**src/hw/rtl/cuq_pkg.sv**
```systemverilog
`default_nettype none

package cuq_pkg;

    localparam int QUEUE_DEPTH_DEF = 16;

    localparam int CFG_IDX_W  = 1;
    localparam int CFG_DATA_W = 32;

    typedef enum logic [CFG_IDX_W-1:0] {
        REG_MAX_ENTRIES = 1'b0,
        REG_MAX_BYTES   = 1'b1
    } cfg_reg_t;

    localparam logic [4:0]  MAX_ENTRIES_RST = 5'd16;
    localparam logic [31:0] MAX_BYTES_RST   = 32'd16777216;

    localparam logic [1:0] CMD_ENQUEUE      = 2'd0;
    localparam logic [1:0] CMD_DRAIN        = 2'd1;
    localparam logic [1:0] CMD_CLEAR_RESYNC = 2'd2;

    localparam logic [1:0] KIND_OTHER   = 2'd0;
    localparam logic [1:0] KIND_CREATE  = 2'd1;
    localparam logic [1:0] KIND_REPLACE = 2'd2;
    localparam logic [1:0] KIND_RESYNC  = 2'd3;

    typedef enum logic [1:0] {
        OP_ENQUEUE,
        OP_DRAIN,
        OP_CLEAR,
        OP_NOP
    } op_code_t;

    typedef enum logic [1:0] {
        ST_IDLE,
        ST_ENQ,
        ST_DRAIN_RD,
        ST_DRAIN_OUT
    } back_state_t;

    typedef struct packed {
        logic [1:0]  command;
        logic [1:0]  update_kind;
        logic [31:0] image_id;
        logic [31:0] payload_bytes;
        logic [31:0] payload_handle;
    } in_item_t;

    typedef struct packed {
        logic [31:0] result_sequence;
        logic        entry_valid;
        logic [1:0]  entry_kind;
        logic [31:0] entry_image;
        logic [31:0] entry_bytes;
        logic [31:0] entry_handle;
        logic        last;
        logic        resync_pending;
        logic [31:0] queued_total;
    } out_item_t;

    // classified transaction handed from front to back
    typedef struct packed {
        op_code_t    op;
        logic [1:0]  kind;
        logic [31:0] image;
        logic [31:0] bytes;
        logic [31:0] handle;
    } queue_op_t;

    typedef struct packed {
        logic [1:0]  kind;
        logic [31:0] image;
        logic [31:0] seq;
        logic [31:0] bytes;
        logic [31:0] handle;
    } entry_t;

    function automatic logic is_image_kind(input logic [1:0] k);
        return (k == KIND_CREATE) || (k == KIND_REPLACE);
    endfunction

endpackage

`default_nettype wire

```
**src/hw/rtl/cuq_front.sv**
```systemverilog
`default_nettype none

module cuq_front (
    input  wire logic               clk,
    input  wire logic               rst_n,
    input  wire logic               in_valid,
    output logic                    in_stall,
    input  wire cuq_pkg::in_item_t  in_data,
    output logic                    op_valid,
    input  wire logic               op_take,
    output cuq_pkg::queue_op_t      op_data
);
    import cuq_pkg::*;

    queue_op_t  slot_reg [2];
    logic       wr_ptr_reg;
    logic       wr_ptr_next;
    logic       rd_ptr_reg;
    logic       rd_ptr_next;
    logic [1:0] fill_reg;
    logic [1:0] fill_next;
    logic       push;
    logic       pop;
    queue_op_t  decoded;

    always_comb
    begin
        decoded.image  = in_data.image_id;
        decoded.bytes  = in_data.payload_bytes;
        decoded.handle = in_data.payload_handle;
        // a resync kind on input is just an ordinary update
        decoded.kind   = (in_data.update_kind == KIND_RESYNC) ? KIND_OTHER
                                                              : in_data.update_kind;
        unique case (in_data.command)
            CMD_ENQUEUE:      decoded.op = OP_ENQUEUE;
            CMD_DRAIN:        decoded.op = OP_DRAIN;
            CMD_CLEAR_RESYNC: decoded.op = OP_CLEAR;
            default:          decoded.op = OP_NOP;
        endcase
    end

    assign in_stall = (fill_reg == 2'd2);
    assign op_valid = (fill_reg != 2'd0);
    assign op_data  = slot_reg[rd_ptr_reg];
    assign push     = in_valid && !in_stall;
    assign pop      = op_valid && op_take;

    always_comb
    begin
        wr_ptr_next = push ? ~wr_ptr_reg : wr_ptr_reg;
        rd_ptr_next = pop ? ~rd_ptr_reg : rd_ptr_reg;
        fill_next   = fill_reg;
        if (push && !pop)
        begin
            fill_next = fill_reg + 2'd1;
        end
        else if (pop && !push)
        begin
            fill_next = fill_reg - 2'd1;
        end
    end

    always_ff @(posedge clk or negedge rst_n)
    begin
        if (!rst_n)
        begin
            wr_ptr_reg <= 1'b0;
            rd_ptr_reg <= 1'b0;
            fill_reg   <= 2'd0;
        end
        else
        begin
            wr_ptr_reg <= wr_ptr_next;
            rd_ptr_reg <= rd_ptr_next;
            fill_reg   <= fill_next;
        end
    end

    always_ff @(posedge clk)
    begin
        if (push)
        begin
            slot_reg[wr_ptr_reg] <= decoded;
        end
    end

endmodule

`default_nettype wire

```
**src/hw/rtl/cuq_back.sv**
```systemverilog
`default_nettype none

module cuq_back #(
    parameter int QUEUE_DEPTH = cuq_pkg::QUEUE_DEPTH_DEF
) (
    input  wire logic               clk,
    input  wire logic               rst_n,
    input  wire logic [4:0]         max_entries,
    input  wire logic [31:0]        max_bytes,
    input  wire logic               op_valid,
    output logic                    op_take,
    input  wire cuq_pkg::queue_op_t op_data,
    output logic                    out_valid,
    input  wire logic               out_stall,
    output cuq_pkg::out_item_t      out_data
);
    import cuq_pkg::*;

    localparam int ADDR_W = $clog2(QUEUE_DEPTH);
    localparam int CNT_W  = $clog2(QUEUE_DEPTH + 1);
    localparam int SUM_W  = ADDR_W + 1;
    localparam int CMP_W  = (CNT_W > 5) ? CNT_W : 5;
    localparam logic [SUM_W-1:0]  DEPTH_S   = SUM_W'(QUEUE_DEPTH);
    localparam logic [ADDR_W-1:0] LAST_SLOT = ADDR_W'(QUEUE_DEPTH - 1);
    localparam logic [CMP_W-1:0]  DEPTH_C   = CMP_W'(QUEUE_DEPTH);

    back_state_t       state_reg, state_next;
    logic [ADDR_W-1:0] head_reg, head_next;
    logic [CNT_W-1:0]  count_reg, count_next;
    logic [31:0]       total_reg, total_next;
    logic [31:0]       seq_reg, seq_next;
    logic              flag_reg, flag_next;
    logic [CNT_W-1:0]  drain_left_reg, drain_left_next;
    entry_t            tail_reg, tail_next;
    queue_op_t         op_reg, op_next;
    logic              coal_reg, coal_next;
    logic              full_reg, full_next;
    logic [33:0]       rest_reg, rest_next;
    logic [32:0]       plus_reg, plus_next;
    logic              out_valid_reg, out_valid_next;
    out_item_t         out_reg, out_next;

    entry_t            mem [QUEUE_DEPTH];
    entry_t            rd_data_reg;
    logic              mem_we;
    logic [ADDR_W-1:0] mem_waddr;
    entry_t            mem_wdata;

    logic              out_free;
    logic              take;
    logic [SUM_W-1:0]  push_sum;
    logic [ADDR_W-1:0] push_slot;
    logic [ADDR_W-1:0] head_inc;
    logic [31:0]       seq_inc;
    logic              fits;
    logic              overflow;

    assign out_free  = !out_valid_reg || !out_stall;
    assign op_take   = (state_reg == ST_IDLE)
                     && ((op_data.op == OP_ENQUEUE)
                         || ((op_data.op == OP_DRAIN) && (count_reg != '0))
                         || out_free);
    assign take      = op_valid && op_take;
    assign push_sum  = SUM_W'(head_reg) + SUM_W'(count_reg);
    assign push_slot = (push_sum >= DEPTH_S) ? ADDR_W'(push_sum - DEPTH_S)
                                             : ADDR_W'(push_sum);
    assign head_inc  = (head_reg == LAST_SLOT) ? '0 : head_reg + ADDR_W'(1);
    assign seq_inc   = seq_reg + 32'd1;
    assign fits      = coal_reg && (rest_reg <= {2'b00, max_bytes});
    assign overflow  = full_reg || (total_reg > max_bytes)
                     || (plus_reg > {1'b0, max_bytes});

    assign out_valid = out_valid_reg;
    assign out_data  = out_reg;

    always_comb
    begin
        state_next = state_reg;
        unique case (state_reg)
            ST_IDLE:
            begin
                if (take && (op_data.op == OP_ENQUEUE))
                begin
                    state_next = ST_ENQ;
                end
                else if (take && (op_data.op == OP_DRAIN) && (count_reg != '0))
                begin
                    state_next = ST_DRAIN_RD;
                end
            end
            ST_ENQ:
            begin
                if (out_free)
                begin
                    state_next = ST_IDLE;
                end
            end
            ST_DRAIN_RD:
            begin
                state_next = ST_DRAIN_OUT;
            end
            ST_DRAIN_OUT:
            begin
                if (out_free)
                begin
                    state_next = (drain_left_reg == CNT_W'(1)) ? ST_IDLE : ST_DRAIN_RD;
                end
            end
            default:
            begin
                state_next = ST_IDLE;
            end
        endcase
    end

    always_comb
    begin
        head_next       = head_reg;
        count_next      = count_reg;
        total_next      = total_reg;
        seq_next        = seq_reg;
        flag_next       = flag_reg;
        drain_left_next = drain_left_reg;
        tail_next       = tail_reg;
        op_next         = op_reg;
        coal_next       = coal_reg;
        full_next       = full_reg;
        rest_next       = rest_reg;
        plus_next       = plus_reg;
        out_valid_next  = out_valid_reg && out_stall;
        out_next        = out_reg;
        mem_we          = 1'b0;
        mem_waddr       = push_slot;
        mem_wdata       = tail_reg;

        unique case (state_reg)
            ST_IDLE:
            begin
                if (take)
                begin
                    case (op_data.op)
                        OP_ENQUEUE:
                        begin
                            op_next   = op_data;
                            coal_next = (count_reg != '0) && is_image_kind(op_data.kind)
                                      && is_image_kind(tail_reg.kind)
                                      && (tail_reg.image == op_data.image);
                            full_next = (CMP_W'(count_reg) >= CMP_W'(max_entries))
                                      || (CMP_W'(count_reg) >= DEPTH_C);
                            rest_next = {2'b00, total_reg} - {2'b00, tail_reg.bytes}
                                      + {2'b00, op_data.bytes};
                            plus_next = {1'b0, total_reg} + {1'b0, op_data.bytes};
                        end
                        OP_DRAIN:
                        begin
                            total_next = '0;
                            if (count_reg != '0)
                            begin
                                drain_left_next = count_reg;
                                count_next      = '0;
                            end
                        end
                        OP_CLEAR:
                        begin
                            flag_next = 1'b0;
                        end
                        default:
                        begin
                        end
                    endcase
                    // single-result transactions answer right away
                    if ((op_data.op == OP_CLEAR) || (op_data.op == OP_NOP)
                        || ((op_data.op == OP_DRAIN) && (count_reg == '0)))
                    begin
                        out_valid_next = 1'b1;
                        out_next       = '0;
                        out_next.last  = 1'b1;
                        out_next.resync_pending = flag_next;
                        out_next.queued_total   = total_next;
                    end
                end
            end
            ST_ENQ:
            begin
                if (out_free)
                begin
                    out_valid_next = 1'b1;
                    out_next       = '0;
                    out_next.last  = 1'b1;
                    if (flag_reg)
                    begin
                        seq_next                = seq_inc;
                        out_next.result_sequence = seq_inc;
                    end
                    else if (fits)
                    begin
                        // overwrite the tail, keep its sequence; a create stays a create
                        tail_next.kind   = (tail_reg.kind == KIND_CREATE) ? KIND_CREATE
                                                                          : op_reg.kind;
                        tail_next.bytes  = op_reg.bytes;
                        tail_next.handle = op_reg.handle;
                        total_next       = rest_reg[31:0];
                        mem_we           = 1'b1;
                        mem_waddr        = push_slot - ADDR_W'(1);
                        if (count_reg == CNT_W'(1) || push_slot == '0)
                        begin
                            mem_waddr = (push_slot == '0) ? LAST_SLOT
                                                          : push_slot - ADDR_W'(1);
                        end
                        out_next.result_sequence = tail_reg.seq;
                    end
                    else if (overflow)
                    begin
                        seq_next         = seq_inc;
                        flag_next        = 1'b1;
                        count_next       = CNT_W'(1);
                        total_next       = '0;
                        tail_next        = '0;
                        tail_next.kind   = KIND_RESYNC;
                        tail_next.seq    = seq_inc;
                        mem_we           = 1'b1;
                        mem_waddr        = head_reg;
                        out_next.result_sequence = seq_inc;
                    end
                    else
                    begin
                        seq_next         = seq_inc;
                        count_next       = count_reg + CNT_W'(1);
                        total_next       = plus_reg[31:0];
                        tail_next.kind   = op_reg.kind;
                        tail_next.image  = op_reg.image;
                        tail_next.seq    = seq_inc;
                        tail_next.bytes  = op_reg.bytes;
                        tail_next.handle = op_reg.handle;
                        mem_we           = 1'b1;
                        mem_waddr        = push_slot;
                        out_next.result_sequence = seq_inc;
                    end
                    mem_wdata = tail_next;
                    out_next.resync_pending = flag_next;
                    out_next.queued_total   = total_next;
                end
            end
            ST_DRAIN_RD:
            begin
            end
            ST_DRAIN_OUT:
            begin
                if (out_free)
                begin
                    out_valid_next           = 1'b1;
                    out_next.result_sequence = rd_data_reg.seq;
                    out_next.entry_valid     = 1'b1;
                    out_next.entry_kind      = rd_data_reg.kind;
                    out_next.entry_image     = rd_data_reg.image;
                    out_next.entry_bytes     = rd_data_reg.bytes;
                    out_next.entry_handle    = rd_data_reg.handle;
                    out_next.last            = (drain_left_reg == CNT_W'(1));
                    out_next.resync_pending  = flag_reg;
                    out_next.queued_total    = '0;
                    head_next                = head_inc;
                    drain_left_next          = drain_left_reg - CNT_W'(1);
                end
            end
            default:
            begin
            end
        endcase
    end

    always_ff @(posedge clk or negedge rst_n)
    begin
        if (!rst_n)
        begin
            state_reg      <= ST_IDLE;
            head_reg       <= '0;
            count_reg      <= '0;
            total_reg      <= '0;
            seq_reg        <= '0;
            flag_reg       <= 1'b0;
            drain_left_reg <= '0;
            out_valid_reg  <= 1'b0;
        end
        else
        begin
            state_reg      <= state_next;
            head_reg       <= head_next;
            count_reg      <= count_next;
            total_reg      <= total_next;
            seq_reg        <= seq_next;
            flag_reg       <= flag_next;
            drain_left_reg <= drain_left_next;
            out_valid_reg  <= out_valid_next;
        end
    end

    always_ff @(posedge clk)
    begin
        tail_reg <= tail_next;
        op_reg   <= op_next;
        coal_reg <= coal_next;
        full_reg <= full_next;
        rest_reg <= rest_next;
        plus_reg <= plus_next;
        out_reg  <= out_next;
    end

    // descriptor store: one write port, one registered read port at the head
    always_ff @(posedge clk)
    begin
        if (mem_we)
        begin
            mem[mem_waddr] <= mem_wdata;
        end
        rd_data_reg <= mem[head_reg];
    end

endmodule

`default_nettype wire

```
**src/hw/rtl/coalescing_update_queue_unit.sv**
```systemverilog
`default_nettype none

// channel   | direction | handshake           | payload
// ----------+-----------+---------------------+---------------------------
// in        | input     | in_valid / in_stall | in_data   (in_item_t)
// out       | output    | out_valid/out_stall | out_data  (out_item_t)
// cfg       | input     | cfg_wr_en           | cfg_addr, cfg_wdata
//
// A two-entry queue decouples intake from execution; intake stalls only
// when it is full. The back end evaluates an enqueue, then commits it; it
// registers the result of a clear, no-op or empty drain as it takes it. A
// drain of n entries is taken, then each entry gets a registered read of
// the descriptor store and then the output.
// Reset clears all control state; the descriptor store needs no clearing.
// A stalled output holds its result; the back end waits on it.

module coalescing_update_queue_unit #(
    parameter int QUEUE_DEPTH = cuq_pkg::QUEUE_DEPTH_DEF
) (
    input  wire logic                            clk,
    input  wire logic                            rst_n,
    input  wire logic                            in_valid,
    output logic                                 in_stall,
    input  wire cuq_pkg::in_item_t               in_data,
    output logic                                 out_valid,
    input  wire logic                            out_stall,
    output cuq_pkg::out_item_t                   out_data,
    input  wire logic                            cfg_wr_en,
    input  wire logic [cuq_pkg::CFG_IDX_W-1:0]   cfg_addr,
    input  wire logic [cuq_pkg::CFG_DATA_W-1:0]  cfg_wdata
);
    import cuq_pkg::*;

    logic [4:0]  max_entries_reg;
    logic [31:0] max_bytes_reg;
    logic        op_valid;
    logic        op_take;
    queue_op_t   op_data;

    always_ff @(posedge clk or negedge rst_n)
    begin
        if (!rst_n)
        begin
            max_entries_reg <= MAX_ENTRIES_RST;
            max_bytes_reg   <= MAX_BYTES_RST;
        end
        else if (cfg_wr_en)
        begin
            unique case (cfg_reg_t'(cfg_addr))
                REG_MAX_ENTRIES: max_entries_reg <= cfg_wdata[4:0];
                REG_MAX_BYTES:   max_bytes_reg   <= cfg_wdata[31:0];
                default:
                begin
                end
            endcase
        end
    end

    cuq_front u_front (
        .clk      (clk),
        .rst_n    (rst_n),
        .in_valid (in_valid),
        .in_stall (in_stall),
        .in_data  (in_data),
        .op_valid (op_valid),
        .op_take  (op_take),
        .op_data  (op_data)
    );

    cuq_back #(
        .QUEUE_DEPTH (QUEUE_DEPTH)
    ) u_back (
        .clk         (clk),
        .rst_n       (rst_n),
        .max_entries (max_entries_reg),
        .max_bytes   (max_bytes_reg),
        .op_valid    (op_valid),
        .op_take     (op_take),
        .op_data     (op_data),
        .out_valid   (out_valid),
        .out_stall   (out_stall),
        .out_data    (out_data)
    );

    a_full_queue_has_op: assert property (@(posedge clk) disable iff (!rst_n)
        in_stall |-> op_valid)
        else $error("intake queue full but nothing offered to back end");

    a_plain_result_is_last: assert property (@(posedge clk) disable iff (!rst_n)
        (out_valid && !out_data.entry_valid) |-> out_data.last)
        else $error("result without an entry is not the last one");

    a_plain_result_empty: assert property (@(posedge clk) disable iff (!rst_n)
        (out_valid && !out_data.entry_valid) |->
            (out_data.entry_kind == KIND_OTHER) && (out_data.entry_image == '0)
            && (out_data.entry_bytes == '0) && (out_data.entry_handle == '0))
        else $error("result without an entry carries entry fields");

    a_drain_total_zero: assert property (@(posedge clk) disable iff (!rst_n)
        (out_valid && out_data.entry_valid) |-> (out_data.queued_total == '0))
        else $error("drained entry reports nonzero byte total");

endmodule

`default_nettype wire
```
**config.mk**
```make
export PLATFORM = sky130hd
export DESIGN_NAME = coalescing_update_queue_unit
export DESIGN_NICKNAME = d
export VERILOG_FILES = /design/src/hw/rtl/cuq_pkg.sv /design/src/hw/rtl/cuq_front.sv /design/src/hw/rtl/cuq_back.sv /design/src/hw/rtl/coalescing_update_queue_unit.sv
export SDC_FILE = /design/constraint.sdc
export NUM_CORES = 2
export LEC_CHECK = 0
export BUFFER_PORTS_ARGS = -buffer_cell sky130_fd_sc_hd__buf_2
export CORE_ASPECT_RATIO = 1.4
export CORE_MARGIN = 10
export CORE_UTILIZATION = 50
export DETAILED_ROUTE_END_ITERATION = 6
export GPL_TIMING_DRIVEN = 0
export HOLD_SLACK_MARGIN = 0.03
export PLACE_DENSITY = 0.64
export SLEW_MARGIN = 20
export SYNTH_ARGS = -nofsm -noshare
export SYNTH_HDL_FRONTEND = slang
export SYNTH_HIERARCHICAL = 1
export SYNTH_SLANG_ARGS = --single-unit
```
**constraint.sdc**
```tcl
create_clock -name clk -period 36.9 [get_ports clk]
set_clock_uncertainty 0.2 [all_clocks]
set_input_delay 1.845 -clock clk [delete_from_list [all_inputs] [get_ports clk]]
set_output_delay 1.845 -clock clk [all_outputs]
set_load 0.05 [all_outputs]
```
# Word level (Yosys, flattened, before mapping)

Memory sizes are Yosys's and may differ from the RTL's. A register that Yosys moved wholly into a read port is not among the register bits.
Index checks and enable logic that the tools add are counted.
W data, S select, Z words.

Add/subtract/negate cells: 12
Eq/ne operators: 28
Multiplexer cells: 74
Reductions and logical operators: 53
Bitwise gates (word level): 3
Magnitude comparators: 6

Operators with widths:

| operator                | number |
|---|---|
| $mux W165               | 4 |
| $mux W130               | 4 |
| $pmux W165 S3           | 1 |
| $mux W32                | 10 |
| $mux W64                | 2 |
| $pmux W32 S2            | 1 |
| $mux W5                 | 11 |
| $mux W4                 | 9 |
| $add A34 B32 Y34        | 1 |
| $le A34 B32 Y1          | 1 |
| $add A32 B32 Y33        | 1 |
| $gt A33 B32 Y1          | 1 |
| $sub A32 B32 Y33        | 1 |
| $add A32 B1 Y32 const B | 1 |
| $eq A32 B32 Y1          | 1 |
| $gt A32 B32 Y1          | 1 |
| $mux W2                 | 10 |
| $pmux W5 S2             | 2 |
| $eq A2 B2 Y1 const B    | 9 |
| $mux W1                 | 16 |
| $logic_and A1 B1 Y1     | 15 |
| $reduce_and A3 Y1       | 4 |
| $logic_or A1 B1 Y1      | 11 |
| $eq A2 B1 Y1 const B    | 5 |
| other kinds (29)        | 54 |

Bits in writable memories: 2280
Register bits after elaboration: 585
Output and inout port bits: 167
Memories kept: 2
Word-level logic and storage cells: 213
Input port bits: 138

Memories:

| memory           | depth | width | read ports | clocked after memory_dff | wr ports | line            | RTL |
|---|---|---|---|---|---|---|---|
| u_back.mem       | 16    | 130   | 1          | 1                        | 1        | cuq_back.sv:43  | `entry_t mem [QUEUE_DEPTH];` |
| u_front.slot_reg | 2     | 100   | 1          | 0                        | 1        | cuq_front.sv:15 | `queue_op_t slot_reg [2];` |

# Logic depth before layout (Yosys ltp)

An unclocked memory read counts as a cell.

Word-level depth: 12
Gate-level depth with buffers: 22

# Cells and area by module

Netlist, hierarchy kept.

Modules (own cells, without submodules):

| module                       | instances | area an instance (sq um) | cells each |
|---|---|---|---|
| cuq_back                     | 1         | 108673.0                 | 5715 |
| cuq_front                    | 1         | 7883.8                   | 334 |
| coalescing_update_queue_unit | 1         | 1377.6                   | 79 |

# Worst setup path after synthesis

OpenSTA, ideal clock, no wires.

Path type: input to register
Start: input port out_stall
End: memory u_back/mem[12][0] (netlist bit) (enable)
Stages on the path: 7
Arrival time: 16.214 ns
Path slack: 19.503 ns
Required time: 35.717 ns
Cell sequence: nand2_1 > nand3_1 > clkbuf_1 > a22oi_1 > nand3_1 > buf_2 > nor4b_1

Longest elaborated chain between the ends: 6
Elaborated cells between the ends (all ways): 8
Classes of those cells: 6 x mux; 2 x reduce/logical

Ends and longest elaborated chain:

| item                          | line                               | RTL |
|---|---|---|
| start, declared               | coalescing_update_queue_unit.sv:26 | `input wire logic out_stall,` |
| $logic_not A1 Y1 (*)          | cuq_back.sv:58                     | `assign out_free = !out_valid_reg \|\| !out_stall;` |
| $logic_or A1 B1 Y1 (*)        | cuq_back.sv:58                     |  |
| $mux W1                       | cuq_back.sv:185                    | `if (out_free)` |
| $mux W1                       | cuq_back.sv:136                    | `unique case (state_reg)` |
| $mux W1                       | cuq_back.sv:311                    | `if (mem_we)` |
| $mux W1 (not written as such) | cuq_back.sv:313                    | `mem[mem_waddr] <= mem_wdata;` |
| end, declared                 | cuq_back.sv:43                     |  |

Every way passes the cells marked *; elsewhere a longest branch is shown, timed or not.

# Worst setup path in the final report

Start: register u_back.rest_reg[28]
End: memory u_back/mem[13][101] (netlist bit) (enable)

Longest elaborated chain between the ends: 6

Ends and longest elaborated chain:

| item                   | line            | RTL |
|---|---|---|
| start, declared        | cuq_back.sv:38  | `logic [33:0] rest_reg, rest_next;` |
| start signal, assigned | cuq_back.sv:303 | `rest_reg <= rest_next;` |
| $le A34 B32 Y1         | cuq_back.sv:69  | `assign fits = coal_reg && (rest_reg <= {2'b00, max_bytes});` |
| $logic_and A1 B1 Y1    | cuq_back.sv:69  |  |
| $mux W4                | cuq_back.sv:195 | `else if (fits)` |
| $mux W4                | cuq_back.sv:190 | `if (flag_reg)` |
| $mux W4                | cuq_back.sv:185 |  |
| $mux W4                | cuq_back.sv:136 |  |

No other way between the ends.

==> results.md <==
- Dominant synthesized flop cell: edfxtp_1
- Top Ports: 305
- Dominant cells by area after synthesis: edfxtp_1, mux4_2, dfxtp_1
- Critical path capture point type: register
- Crit-path cells: ha_1 > nand4_1 > nor4_2 > and4_1 > o21ai_1 > nand4_1 > nand2_1 > nor2_1 > a21oi_1 > nor4_2 > buf_2 > buf_4 > buf_2 > buf_2 > buf_2 > buf_2 > buf_2
- Min-Delay Path Depth: 2
- Crit-path max FO: 7
- Initial antenna violation count: 38
- Most common cell in the netlist: edfxtp_1
- Worst-Margin Slew: 1260 ps
- Asr flop ratio synth: 4.11%
- Fin crit share: 18.0%
- Worst hold path class: register to register
- Via count: 64.8k
- Most repeated library cell on the critical path: buf_2
- RSZ-0062 raised after global routing: false
- Area post-placement: 128,000 µm²
- H-Tree Depth: 5
- Clk buf depth: 4
- Max-slew violations: 0
- Final WS setup: a little over 30,000 ps
- Core Area: 234,000 µm²
- Post-synth top area share: 66.5%
- Mapped Cells: 6,128
- Largest net degree at the start of global routing: 78
- DP Worst Slack: about 30,000 ps
- Gp weighted congestion: around 0.93
- Port bufs: 302
- Slew headroom: roughly 16%
- CP Data Required Time: 37,240 ps
- Area delta synth->final: 16.6%
- Max VDD drop: 0.0768 mV
- DPL Wire Length: ~240,000 µm
- Max Fclk: 150 MHz
- Yosys cell types: 82
- Global-route wire length before repair: 479,000 µm
- Final Cell Area: 138,000 µm²
- Final Setup Violations: 0
- DR WL/cell: about 32 µm
- Starting Density: 50.3%
- CTS sink cnt: 2,995
- Delay-heaviest family, CP: simple AND/OR/NAND/NOR gates
- Status: finished clean
- Path depth of the worst reg2reg path: 17
- Seq/Total Area, Yosys: about 74%
- Reg clk slew, reported paths: 70 ps
- # rows: 210
- Die width: between 400 and 500 µm
- WL final: ~340,000 µm
- Post-synth EDFFs: between 2k and 3k
- Commonest cells post-synth: edfxtp_1, mux4_2, nand2_1
- Die area: 256,000 µm²
- Synthesis-stage register bit count: 2,995
- CTS Buf Count: about 290
- Share of cells above drive strength 1: 29.5%
- CP Depth: 17
- Starting DRT DRC Count: between 8k and 9k
- CP max stage cell: nor4_2
- Via density: just over 6
- CTS resizes: 0
- Sum Neg Setup Slack: 0 ps
- Max cap viols: 0
- Arr. time, crit path: 6990 ps
- Clock insertion delay at the later pin of the skew report: 860 ps
- Setup Buffers After CTS: 0
- Critical path launch point type: register
- CTS Hold Bufs: 0
- Root buffer cell: clkbuf_16
- Pleak: 0.0480 µW
- DR pass1 iterations: 6
- Vias in the first global route: between 60k and 70k
- Synth Warn #: 6
- Hold Violations, Final: 0
- Max reg flops: 2,080
- Mapped Avg Cell Area: just under 20 µm²
- Hold Slack: between 200 and 300 ps
- Drt drc: 0
- WP buf/inv: 7
- Global Route Usage Sum: a little over a quarter
- Power density over cell area: approximately 87 nW/µm²
- Post-synth net total: between 6k and 7k
- Largest stage delay on the critical path: 690 ps
- CTS tree: yes
- Antenna-violating nets left: 0
- Post-Syn Area: 118,000 µm²
- Minimum clock period: between 6000 and 7000 ps
- Overflow after GRT: 0
- Layout net count: roughly 7.6k
- Worst setup path class: register to register
- Largest area contributor in the netlist: edfxtp_1
- Vert. Die Dim: 595 µm
[where the power goes]
part           switching [µW]  total [µW]  internal, µW
Clock                    1260        2930          1670
Sequential                181        4560          4380
Combinational            2820        4540          1710
Total                    4260       12000          7760
[cell families after synthesis]
| family | after synthesis | synth area share (%) |
|---|---|---|
| buf+inv | 401 | 1.45 |
| flops | 2995 | 73.5 |
| xor+xnor | 186 | 1.38 |
| fa+ha+maj | 213 | 2.29 |
| mux | 793 | 14.1 |
| compound gates | 696 | 3.80 |
| simple gates | 844 | 3.49 |
[tightest hold or removal path, cell delays in order (launching register included)]
cell and delay, ps:
dfxtp_1 300, nand2_1 40, o21ai_1 70
[final timing paths]
kind	startpoint	to	slack, ps
max	u_back/rest_reg[28]	u_back/mem[13][101]	30250
min	u_back/tail_reg[23]	u_back/tail_reg[23]	260
max reg2reg	u_back/rest_reg[28]	u_back/mem[13][101]	30250
min reg2reg	u_back/tail_reg[23]	u_back/tail_reg[23]	260
max in group asynchronous	rst_n	u_back/seq_reg[11]	34940
min in group asynchronous	rst_n	max_bytes_reg[19]	710
[metal layers]
metal	global-route usage, %	vias up	part of all wire, %
li1	-	26900	-
met1	33.0	34000	36
met2	43.7	3258	50
met3	5.19	695	8.8
met4	11.1	10	5.0
met5	0	-	0.023
[metrics by stage]
stage | utilization [%] | total power, µW | cells
after global routing | 58.7 | 12500 | 10500
after global placement | 52.6 | 9000 | 9504
after detailed placement | 54.6 | 9130 | 9985
after floorplan | - | 7530 | 6128
final | 58.7 | 12000 | 10500
after CTS | 58.6 | 12100 | 10500
[layout make-up]
| class | instances | area (µm²) |
|---|---|---|
| Antenna cell | 13 | 32.5 |
| Buffer | 287 | 1400 |
| Clock buffer | 394 | 8050 |
| Clock inverter | 117 | 1190 |
| Fill cell | 17200 | 96900 |
| Inverter | 114 | 428 |
| Multi-Input combinational cell | 2732 | 29900 |
| Sequential cell | 2995 | 86700 |
| Tap cell | 3074 | 3850 |
| Timing Repair Buffer | 787 | 5980 |
[cells in the final DEF, fill, tap and decap left out, types with 29 or more instances in the layout]
| master | instances |
|---|---|
| mux2_2 | 48 |
| buf_2 | 518 |
| buf_16 | 29 |
| clkbuf_2 | 80 |
| a211o_1 | 32 |
| dfxtp_1 | 260 |
| o2bb2ai_1 | 30 |
| mux4_2 | 650 |
| o21ai_0 | 140 |
| xnor2_1 | 106 |
| inv_1 | 114 |
| ha_1 | 209 |
| clkinv_1 | 29 |
| a21oi_1 | 154 |
| buf_4 | 153 |
| nand3_1 | 73 |
| edfxtp_1 | 2612 |
| nor3_1 | 56 |
| nor2_1 | 99 |
| nand4_1 | 33 |
| clkbuf_16 | 296 |
| clkbuf_1 | 208 |
| buf_6 | 80 |
| dfrtp_1 | 121 |
| and3_1 | 116 |
| xor2_1 | 80 |
| a21o_1 | 42 |
| o21ai_1 | 63 |
| clkinv_2 | 37 |
| a22o_1 | 39 |
| nand2_1 | 353 |
| mux2_4 | 90 |
Note: power is estimated with default switching activity, not from simulation.
